$ cat src/sv/acsh_pkg.sv
// Package for the ADC channel scan history core.
// Holds field widths, register indexes, reference codes, the sequencer
// info struct and the multiplexer byte function. No dependencies.
package acsh_pkg;

    localparam int SAMPLE_W = 10;
    localparam int CHAN_W   = 3;
    localparam int SLOT_W   = 5;
    localparam int MUX_W    = 8;
    localparam int SUM_W    = 15;
    localparam int CFG_IDX_W  = 1;
    localparam int CFG_DATA_W = 2;
    localparam int VREF_W     = 2;

    // configuration register indexes
    localparam logic [CFG_IDX_W-1:0] REG_DIFF_READ   = 1'd0;
    localparam logic [CFG_IDX_W-1:0] REG_VREF_SOURCE = 1'd1;

    // reference source codes
    localparam logic [VREF_W-1:0] VREF_INT_1V1  = 2'd0;
    localparam logic [VREF_W-1:0] VREF_INT_2V56 = 2'd1;
    localparam logic [VREF_W-1:0] VREF_EXT      = 2'd2;

    localparam logic [MUX_W-1:0] REFS_INT_1V1  = 8'h80;
    localparam logic [MUX_W-1:0] REFS_INT_2V56 = 8'hC0;
    localparam logic [MUX_W-1:0] REFS_EXT      = 8'h00;
    localparam logic [MUX_W-1:0] REF_KEEP_MASK = 8'hE0;

    // where the request being taken lands, and what follows it
    typedef struct packed {
        logic [CHAN_W-1:0] channel;
        logic [SLOT_W-1:0] slot;
        logic              cycle_done;
        logic [CHAN_W-1:0] next_channel;
    } seq_info_t;

    function automatic logic [2:0] pin_code(input logic [CHAN_W-1:0] ch);
        logic [2:0] code;
        begin
            case (ch)
                3'd0:    code = 3'h0;
                3'd1:    code = 3'h2;
                3'd2:    code = 3'h3;
                3'd3:    code = 3'h4;
                3'd4:    code = 3'h5;
                3'd5:    code = 3'h6;
                default: code = 3'h0;
            endcase
            return code;
        end
    endfunction

    function automatic logic [MUX_W-1:0] mux_byte(
        input logic              diff,
        input logic [VREF_W-1:0] vref,
        input logic [CHAN_W-1:0] ch
    );
        logic [MUX_W-1:0] refs;
        begin
            case (vref)
                VREF_INT_2V56: refs = REFS_INT_2V56;
                VREF_EXT:      refs = REFS_EXT;
                default:       refs = REFS_INT_1V1;
            endcase
            return (refs & REF_KEEP_MASK) | {3'b000, diff, 1'b0, pin_code(ch)};
        end
    endfunction

endpackage

$ cat src/sv/acsh_ram.sv
// Generic single write port, single read port RAM with registered read.
// Read returns the old contents on a same-address write. No dependencies.
module acsh_ram #(
    parameter int WIDTH = 10,
    parameter int DEPTH = 48
) (
    input  logic                     clk,
    input  logic                     we,
    input  logic [$clog2(DEPTH)-1:0] waddr,
    input  logic [WIDTH-1:0]         wdata,
    input  logic [$clog2(DEPTH)-1:0] raddr,
    output logic [WIDTH-1:0]         rdata
);

    logic [WIDTH-1:0] mem [DEPTH];

    always_ff @(posedge clk)
    begin
        if (we)
        begin
            mem[waddr] <= wdata;
        end
        rdata <= mem[raddr];
    end

endmodule

$ cat src/sv/acsh_seq.sv
// Scan sequencer: pending channel, next channel and history slot counters.
// Produces the write address of the request taken now and the look-ahead
// read address of the one after it. Depends on acsh_pkg.
module acsh_seq #(
    parameter int HISTORY_DEPTH = 8,
    parameter int NUM_CHANNELS  = 6
) (
    input  logic                      clk,
    input  logic                      rst_n,
    input  logic                      advance,
    output acsh_pkg::seq_info_t       info,
    output logic [$clog2(HISTORY_DEPTH*NUM_CHANNELS)-1:0] wr_addr,
    output logic [$clog2(HISTORY_DEPTH*NUM_CHANNELS)-1:0] rd_addr
);
    import acsh_pkg::*;

    localparam int CIW   = $clog2(NUM_CHANNELS);
    localparam int SW    = (HISTORY_DEPTH > 1) ? $clog2(HISTORY_DEPTH) : 1;
    localparam int DEPTH = HISTORY_DEPTH * NUM_CHANNELS;
    localparam int AW    = $clog2(DEPTH);

    logic [CIW-1:0] pending_reg, pending_next;
    logic [CIW-1:0] next_reg,    next_next;
    logic [SW-1:0]  slot_reg,    slot_next;
    logic [SW-1:0]  slot_inc;
    logic [CIW-1:0] next_inc;
    logic           wrap;

    function automatic logic [AW-1:0] addr_of(input logic [SW-1:0] s, input logic [CIW-1:0] c);
        begin
            return AW'(int'(s) * NUM_CHANNELS + int'(c));
        end
    endfunction

    always_comb
    begin
        wrap     = (next_reg == '0);
        slot_inc = (slot_reg == SW'(HISTORY_DEPTH - 1)) ? '0 : slot_reg + 1'b1;
        next_inc = (next_reg == CIW'(NUM_CHANNELS - 1)) ? '0 : next_reg + 1'b1;

        pending_next = pending_reg;
        next_next    = next_reg;
        slot_next    = slot_reg;
        if (advance)
        begin
            pending_next = next_reg;
            next_next    = next_inc;
            slot_next    = wrap ? slot_inc : slot_reg;
        end
    end

    always_ff @(posedge clk or negedge rst_n)
    begin
        if (!rst_n)
        begin
            pending_reg <= '0;
            next_reg    <= '0;
            slot_reg    <= '0;
        end
        else
        begin
            pending_reg <= pending_next;
            next_reg    <= next_next;
            slot_reg    <= slot_next;
        end
    end

    always_comb
    begin
        info.channel      = CHAN_W'(pending_reg);
        info.slot         = SLOT_W'(slot_reg);
        info.cycle_done   = wrap;
        info.next_channel = CHAN_W'(next_inc);
        wr_addr           = addr_of(slot_reg, pending_reg);
        rd_addr           = addr_of(slot_next, pending_next);
    end

endmodule

$ cat src/sv/adc_channel_scan_history_core.sv
// Top level of the ADC channel scan history core.
// Instantiates acsh_seq and acsh_ram; depends on acsh_pkg.
//
// One request carries one finished 10-bit conversion. The sample is stored in
// the history ring at the current slot for the pending channel; the pending
// and next channel counters then advance over NUM_CHANNELS channels, and the
// slot steps whenever the pending channel wraps to zero. Each request yields
// exactly one result in the cycle after it is taken: the channel and slot
// written, a cycle-complete flag, the multiplexer byte for the next channel
// (reference bits 7:6, differential bit 4, pin code 2:0) and the running
// history sum of the stored channel. A new request is taken every cycle; the
// only thing that holds the input back is a full result register under
// stall. The history ring lives in a RAM read one request ahead: the address
// of the following request is known from the counters, so its old entry is
// already registered when that request arrives, and a bypass covers the case
// where it was written by the request just before. Every ring entry has a
// valid bit cleared by reset, so no clearing pass is needed and the block
// accepts requests straight out of reset. The user must write configuration
// registers through the plain write port while the block is idle (unenforced).
module adc_channel_scan_history_core #(
    parameter int HISTORY_DEPTH = 8,
    parameter int NUM_CHANNELS  = 6
) (
    input  logic                            clk,
    input  logic                            rst_n,
    // configuration write port
    input  logic                            cfg_wr_en,
    input  logic [acsh_pkg::CFG_IDX_W-1:0]  cfg_index,
    input  logic [acsh_pkg::CFG_DATA_W-1:0] cfg_data,
    // input channel
    input  logic                            in_valid,
    output logic                            in_stall,
    input  logic [acsh_pkg::SAMPLE_W-1:0]   sample,
    // output channel
    output logic                            out_valid,
    input  logic                            out_stall,
    output logic [acsh_pkg::CHAN_W-1:0]     stored_channel,
    output logic [acsh_pkg::SLOT_W-1:0]     stored_slot,
    output logic                            cycle_done,
    output logic [acsh_pkg::MUX_W-1:0]      mux_select,
    output logic [acsh_pkg::SUM_W-1:0]      history_sum
);
    import acsh_pkg::*;

    localparam int DEPTH = HISTORY_DEPTH * NUM_CHANNELS;
    localparam int AW    = $clog2(DEPTH);
    localparam int CIW   = $clog2(NUM_CHANNELS);

    // configuration
    logic              diff_read_reg;
    logic [VREF_W-1:0] vref_source_reg;

    // handshake
    logic accept;
    logic out_valid_reg, out_valid_next;

    // sequencer
    seq_info_t      info;
    logic [AW-1:0]  wr_addr;
    logic [AW-1:0]  rd_addr;

    // history ring read path
    logic [SAMPLE_W-1:0] rd_data;
    logic [DEPTH-1:0]    valid_reg;
    logic                rd_valid_reg;
    logic                hit_reg;
    logic [SAMPLE_W-1:0] byp_data_reg;
    logic [SAMPLE_W-1:0] old_sample;

    // running sums
    logic [SUM_W-1:0] sums_reg [NUM_CHANNELS];
    logic [SUM_W-1:0] sum_next;
    logic [CIW-1:0]   ch_idx;

    // result register
    logic [CHAN_W-1:0] stored_channel_reg;
    logic [SLOT_W-1:0] stored_slot_reg;
    logic              cycle_done_reg;
    logic [MUX_W-1:0]  mux_select_reg;
    logic [SUM_W-1:0]  history_sum_reg;

    // ------------------------------------------------------------------
    // Configuration registers: out-of-range indexes fall through and drop.
    // ------------------------------------------------------------------
    always_ff @(posedge clk or negedge rst_n)
    begin
        if (!rst_n)
        begin
            diff_read_reg   <= 1'b0;
            vref_source_reg <= VREF_INT_1V1;
        end
        else if (cfg_wr_en)
        begin
            case (cfg_index)
                REG_DIFF_READ:   diff_read_reg   <= cfg_data[0];
                REG_VREF_SOURCE: vref_source_reg <= cfg_data[VREF_W-1:0];
                default:         ;
            endcase
        end
    end

    // ------------------------------------------------------------------
    // Handshake: take a request whenever the result register is free or
    // is being emptied in the same cycle.
    // ------------------------------------------------------------------
    assign in_stall = out_valid_reg && out_stall;
    assign accept   = in_valid && !in_stall;

    always_comb
    begin
        out_valid_next = out_valid_reg;
        if (accept)
        begin
            out_valid_next = 1'b1;
        end
        else if (!out_stall)
        begin
            out_valid_next = 1'b0;
        end
    end

    // ------------------------------------------------------------------
    // Sequencer counters
    // ------------------------------------------------------------------
    acsh_seq #(
        .HISTORY_DEPTH (HISTORY_DEPTH),
        .NUM_CHANNELS  (NUM_CHANNELS)
    ) u_seq (
        .clk     (clk),
        .rst_n   (rst_n),
        .advance (accept),
        .info    (info),
        .wr_addr (wr_addr),
        .rd_addr (rd_addr)
    );

    // ------------------------------------------------------------------
    // History ring: write the new sample, pre-read the entry the next
    // request will displace.
    // ------------------------------------------------------------------
    acsh_ram #(
        .WIDTH (SAMPLE_W),
        .DEPTH (DEPTH)
    ) u_ring (
        .clk   (clk),
        .we    (accept),
        .waddr (wr_addr),
        .wdata (sample),
        .raddr (rd_addr),
        .rdata (rd_data)
    );

    // valid bits stand in for clearing the ring after reset
    always_ff @(posedge clk or negedge rst_n)
    begin
        if (!rst_n)
        begin
            valid_reg    <= '0;
            rd_valid_reg <= 1'b0;
            hit_reg      <= 1'b0;
        end
        else
        begin
            if (accept)
            begin
                valid_reg[wr_addr] <= 1'b1;
            end
            rd_valid_reg <= valid_reg[rd_addr];
            hit_reg      <= accept && (wr_addr == rd_addr);
        end
    end

    // bypass data: the sample just written when read and write collide
    always_ff @(posedge clk)
    begin
        byp_data_reg <= sample;
    end

    always_comb
    begin
        if (hit_reg)
        begin
            old_sample = byp_data_reg;
        end
        else if (rd_valid_reg)
        begin
            old_sample = rd_data;
        end
        else
        begin
            old_sample = '0;
        end
    end

    // ------------------------------------------------------------------
    // Running sums: drop the displaced sample, add the new one. The true
    // sum never exceeds 8 * 1023 by default, so it fits the 15-bit field.
    // ------------------------------------------------------------------
    assign ch_idx   = info.channel[CIW-1:0];
    assign sum_next = sums_reg[ch_idx] - SUM_W'(old_sample) + SUM_W'(sample);

    always_ff @(posedge clk or negedge rst_n)
    begin
        if (!rst_n)
        begin
            for (int i = 0; i < NUM_CHANNELS; i++)
            begin
                sums_reg[i] <= '0;
            end
        end
        else if (accept)
        begin
            sums_reg[ch_idx] <= sum_next;
        end
    end

    // ------------------------------------------------------------------
    // Result register
    // ------------------------------------------------------------------
    always_ff @(posedge clk or negedge rst_n)
    begin
        if (!rst_n)
        begin
            out_valid_reg <= 1'b0;
        end
        else
        begin
            out_valid_reg <= out_valid_next;
        end
    end

    always_ff @(posedge clk)
    begin
        if (accept)
        begin
            stored_channel_reg <= info.channel;
            stored_slot_reg    <= info.slot;
            cycle_done_reg     <= info.cycle_done;
            mux_select_reg     <= mux_byte(diff_read_reg, vref_source_reg, info.next_channel);
            history_sum_reg    <= sum_next;
        end
    end

    assign out_valid      = out_valid_reg;
    assign stored_channel = stored_channel_reg;
    assign stored_slot    = stored_slot_reg;
    assign cycle_done     = cycle_done_reg;
    assign mux_select     = mux_select_reg;
    assign history_sum    = history_sum_reg;

    // ------------------------------------------------------------------
    // Assertions
    // ------------------------------------------------------------------
    // a taken request shows its result on the next cycle
    assert property (@(posedge clk) disable iff (!rst_n) accept |=> out_valid)
        else $error("request taken but no result followed");

    // reported channel and slot stay inside their ranges
    assert property (@(posedge clk) disable iff (!rst_n)
        out_valid |-> (stored_channel < CHAN_W'(NUM_CHANNELS))
                   && (int'(stored_slot) < HISTORY_DEPTH))
        else $error("stored channel or slot out of range");

    // after a scan wrap the next channel is always channel one
    assert property (@(posedge clk) disable iff (!rst_n)
        (out_valid && cycle_done) |-> (mux_select[2:0] == pin_code(3'd1)))
        else $error("mux pin code after wrap is not channel one");

endmodule
$ cat config.mk
export PLATFORM = sky130hd
export DESIGN_NAME = adc_channel_scan_history_core
export DESIGN_NICKNAME = d
export VERILOG_FILES = /design/src/sv/acsh_pkg.sv /design/src/sv/acsh_ram.sv /design/src/sv/acsh_seq.sv /design/src/sv/adc_channel_scan_history_core.sv
export SDC_FILE = /design/constraint.sdc
export NUM_CORES = 1
export LEC_CHECK = 0
export BUFFER_PORTS_ARGS = -buffer_cell sky130_fd_sc_hd__buf_2
export CAP_MARGIN = 30
export CORE_AREA = 2 2 297 299
export DETAILED_ROUTE_END_ITERATION = 8
export DIE_AREA = 0 0 299 301
export PLACE_DENSITY = 0.58
export SLEW_MARGIN = 40
export SYNTH_ARGS = -nofsm -noshare
export SYNTH_HDL_FRONTEND = slang
export SYNTH_SLANG_ARGS = --single-unit
$ cat constraint.sdc
create_clock -name clk -period 4.3 [get_ports clk]
set_input_delay 0.43 -clock clk [delete_from_list [all_inputs] [get_ports clk]]
set_output_delay 0.43 -clock clk [all_outputs]
set_load 0.005 [all_outputs]
==> impl_metrics.toml <==
[run_status]
status = "finished clean"

[sta]
fin_tns_setup_ps = 0
post-route-min-period_ps = 4076
relSlewSlack = 0.4249
worst_pin_slew_ps = 859.5
max_freq_ghz = 0.2454
rsz0062_at_grt = "no"
clock_skew_ps = 22.14
finalHoldViolations = 0
final_max_slew_viol_count = 0
setup_violations = 0
period_share = 0.9478

[clock_network]
clockRootBuffer = "clkbuf_16"
path_clk_slew_ps = 70
insertion_delay_ps = 620
cts_num_sinks = 681
cts_max_level = 3
cts_tree = "built"
clockBufferDepth = 3
cts_buffers = 72

[logic_synthesis]
ys_ff_latch = 681
ys.flop_type = "edfxtp_1"
synthCells = 2362
seq_area_frac_synth = 0.6458
synth_warnings = 0
async_flop_share = 0.2247
synth-edff-count = 508
syn_area_um2 = 30170
avgSynthCellArea_um2 = 12.77
ys_types = 82

[route]
viasPerCell = 5.653
drt-initial-drc-count = 2077
via_count = 20887
route.detailed.drc = 0
dr.pass1.iters = 5
ant_nets = 0
routedWlPerCell_um = 25.23
totalWireLength_um = 93210

[global_routing]
gr-max-usage-layer = "met2"
grt_max_degree = 116
met2_usage = 0.3309
grt_overflow_total = 0
met3_usage = 0.03622
antenna_found_initial = 1
track_usage = 0.2046
grt_pass1_vias = 20334
grt_pass1_wl_um = 137100
grt_util_met1 = 0.2770

[final_layout]
mostFrequentLayoutCells = "edfxtp_1 (508), nand2_1 (248), dfrtp_1 (151), buf_4 (150), nor2_1 (140)"
syn2layout_area_growth_pct = 15.24
drive_gt1_frac = 0.1791
final_nets = 2544
finish.utilization = 0.4020
n_antenna_cell = 0
largest_reg_flops = 480
final_common_cell = "edfxtp_1"

[critical_path]
crit_family = "adder cells"
slowest_delay_ps = 550
end_kind = "flip-flop"
critPathBufInv = 2
crit_path_start_kind = "flip-flop"
r2r_start = "u_seq.slot_reg[0]$_DFF_PN0_"
cp_max_fo = 15
critPathLaunch = "u_seq.slot_reg[0]$_DFF_PN0_"
cp.arrival_ps = 4640
required_ps = 4860
crit_chain = "ha_1, ha_1, nor3_1, a21o_1, xnor2_1, fa_1, xnor2_2, buf_4, buf_4, nand2_1, a21oi_1, o41a_1"
crit_path_top_delay_cell = "fa_1"
path_class = "reg2reg"

[floorplanning]
core_area_um2 = 86480
die_y_um = 301
io_pins = 52
start_util = 0.3488
num_rows = 108
die_w_um = 299
die_area_um2 = 90000

[hold_path]
hp-class = "in2reg"
min_from = "in_valid"

[job]
drv_cap = 0

[placed_design]
dp.final_hpwl_um = 61650
gp_congestion = 0.9399
portBuffers = 47
## routing by layer
layer,vias up,share of wire
met2,879,0.47
met3,169,0.071
met4,2,0.034
li1,9254,-
met1,10583,0.42
met5,-,0.00018
## synthesized netlist by cell type (3+ instances only)
master,n,area share
mux2_2,39,0.015
a221oi_1,6,0.0017
buf_1,9,0.0011
mux2i_1,111,0.037
and2_1,3,0.00062
o22ai_1,69,0.014
xnor2_1,16,0.0046
or3_1,6,0.0012
inv_2,3,0.00037
edfxtp_1,508,0.51
and3_1,3,0.00062
o41a_1,7,0.0026
mux4_2,22,0.016
nor2b_1,9,0.0019
nand3_1,75,0.012
fa_1,14,0.0093
o2111ai_1,12,0.0035
a211oi_1,82,0.020
dfxtp_1,20,0.013
a2111oi_0,8,0.0023
dfrtp_1,153,0.13
o221ai_1,38,0.011
o21ai_0,112,0.019
nand2_1,248,0.031
nand4_1,15,0.0031
buf_6,7,0.0026
o211ai_1,18,0.0045
o22a_1,7,0.0020
nor3_1,137,0.023
nand2b_1,12,0.0025
inv_1,31,0.0039
a21o_1,11,0.0027
a21oi_1,41,0.0068
clkbuf_1,92,0.011
a31oi_1,38,0.0079
ha_1,26,0.011
a32oi_1,18,0.0052
a22oi_1,11,0.0027
nor2_1,152,0.019
or2_2,50,0.010
buf_2,44,0.0073
buf_4,13,0.0032
o311ai_0,8,0.0023
xor2_1,10,0.0029
## timing repair
action | CTS | global route
setup buffers | 0 | 1
hold buffers | 1 | 0
resized for setup | 0 | 10
hold endpoints to repair | 77 | 0
endpoints found under the setup margin | 0 | 20
## worst paths after layout
| check | end | slack, ps | depth (start not counted) |
|---|---|---|---|
| max | u_ring.rdata[3]$_DFF_P_ | 220 | 12 |
| min | out_valid$_DFFE_PN0P_ | 60 | 2 |
| max reg2reg | u_ring.rdata[3]$_DFF_P_ | 220 | 12 |
| min reg2reg | mux_select[4]$_DFFE_PP_ | 440 | 0 |
| max in group asynchronous | sums_reg[13]$_DFFE_PN0P_ | 2910 | 3 |
| min in group asynchronous | vref_source_reg[1]$_DFFE_PN0P_ | 440 | 2 |
## through the flow
step                      setup slack (ps)  cell area, um^2  cells  hold slack (ps)
final                                224.5            34770   3695            55.34
after global routing                 10.87            34770   3695            52.16
after CTS                            62.68            34710   3693            41.04
after detailed placement             106.2            32580   3564            431.3
after global placement               136.0            32540   3564            435.6
after floorplan                      33.06            30200   2365            134.4
## cell type report
type	instances	area (um^2)
Inverter	36	137.6
Sequential cell	681	19490
Multi-Input combinational cell	1482	9892
Clock inverter	28	161.4
Tap cell	1155	1445
Fill cell	8089	51720
Clock buffer	100	1958
Timing Repair Buffer	213	1680
## cell families after synthesis
kind of cell,synth area share
compound gates,0.1192
simple gates,0.1085
flops,0.6458
buf+inv,0.03044
other cells,0.0001243
xor+xnor,0.008087
fa+ha+maj,0.02007
mux,0.06781
## worst register-to-register path: cells and delay by family (launching register included)
family / cells / cell delay (ps)
DFF: 1 / 380
buffers and inverters: 2 / 540
AOI/OAI and AO/OA: 3 / 960
xor gates and xnor gates: 2 / 600
and+or+nand+nor: 2 / 510
adders and majority gates: 3 / 1030
Power is not shown: default switching activity piles up to over one toggle a cycle in this logic, so the estimate is an artifact.
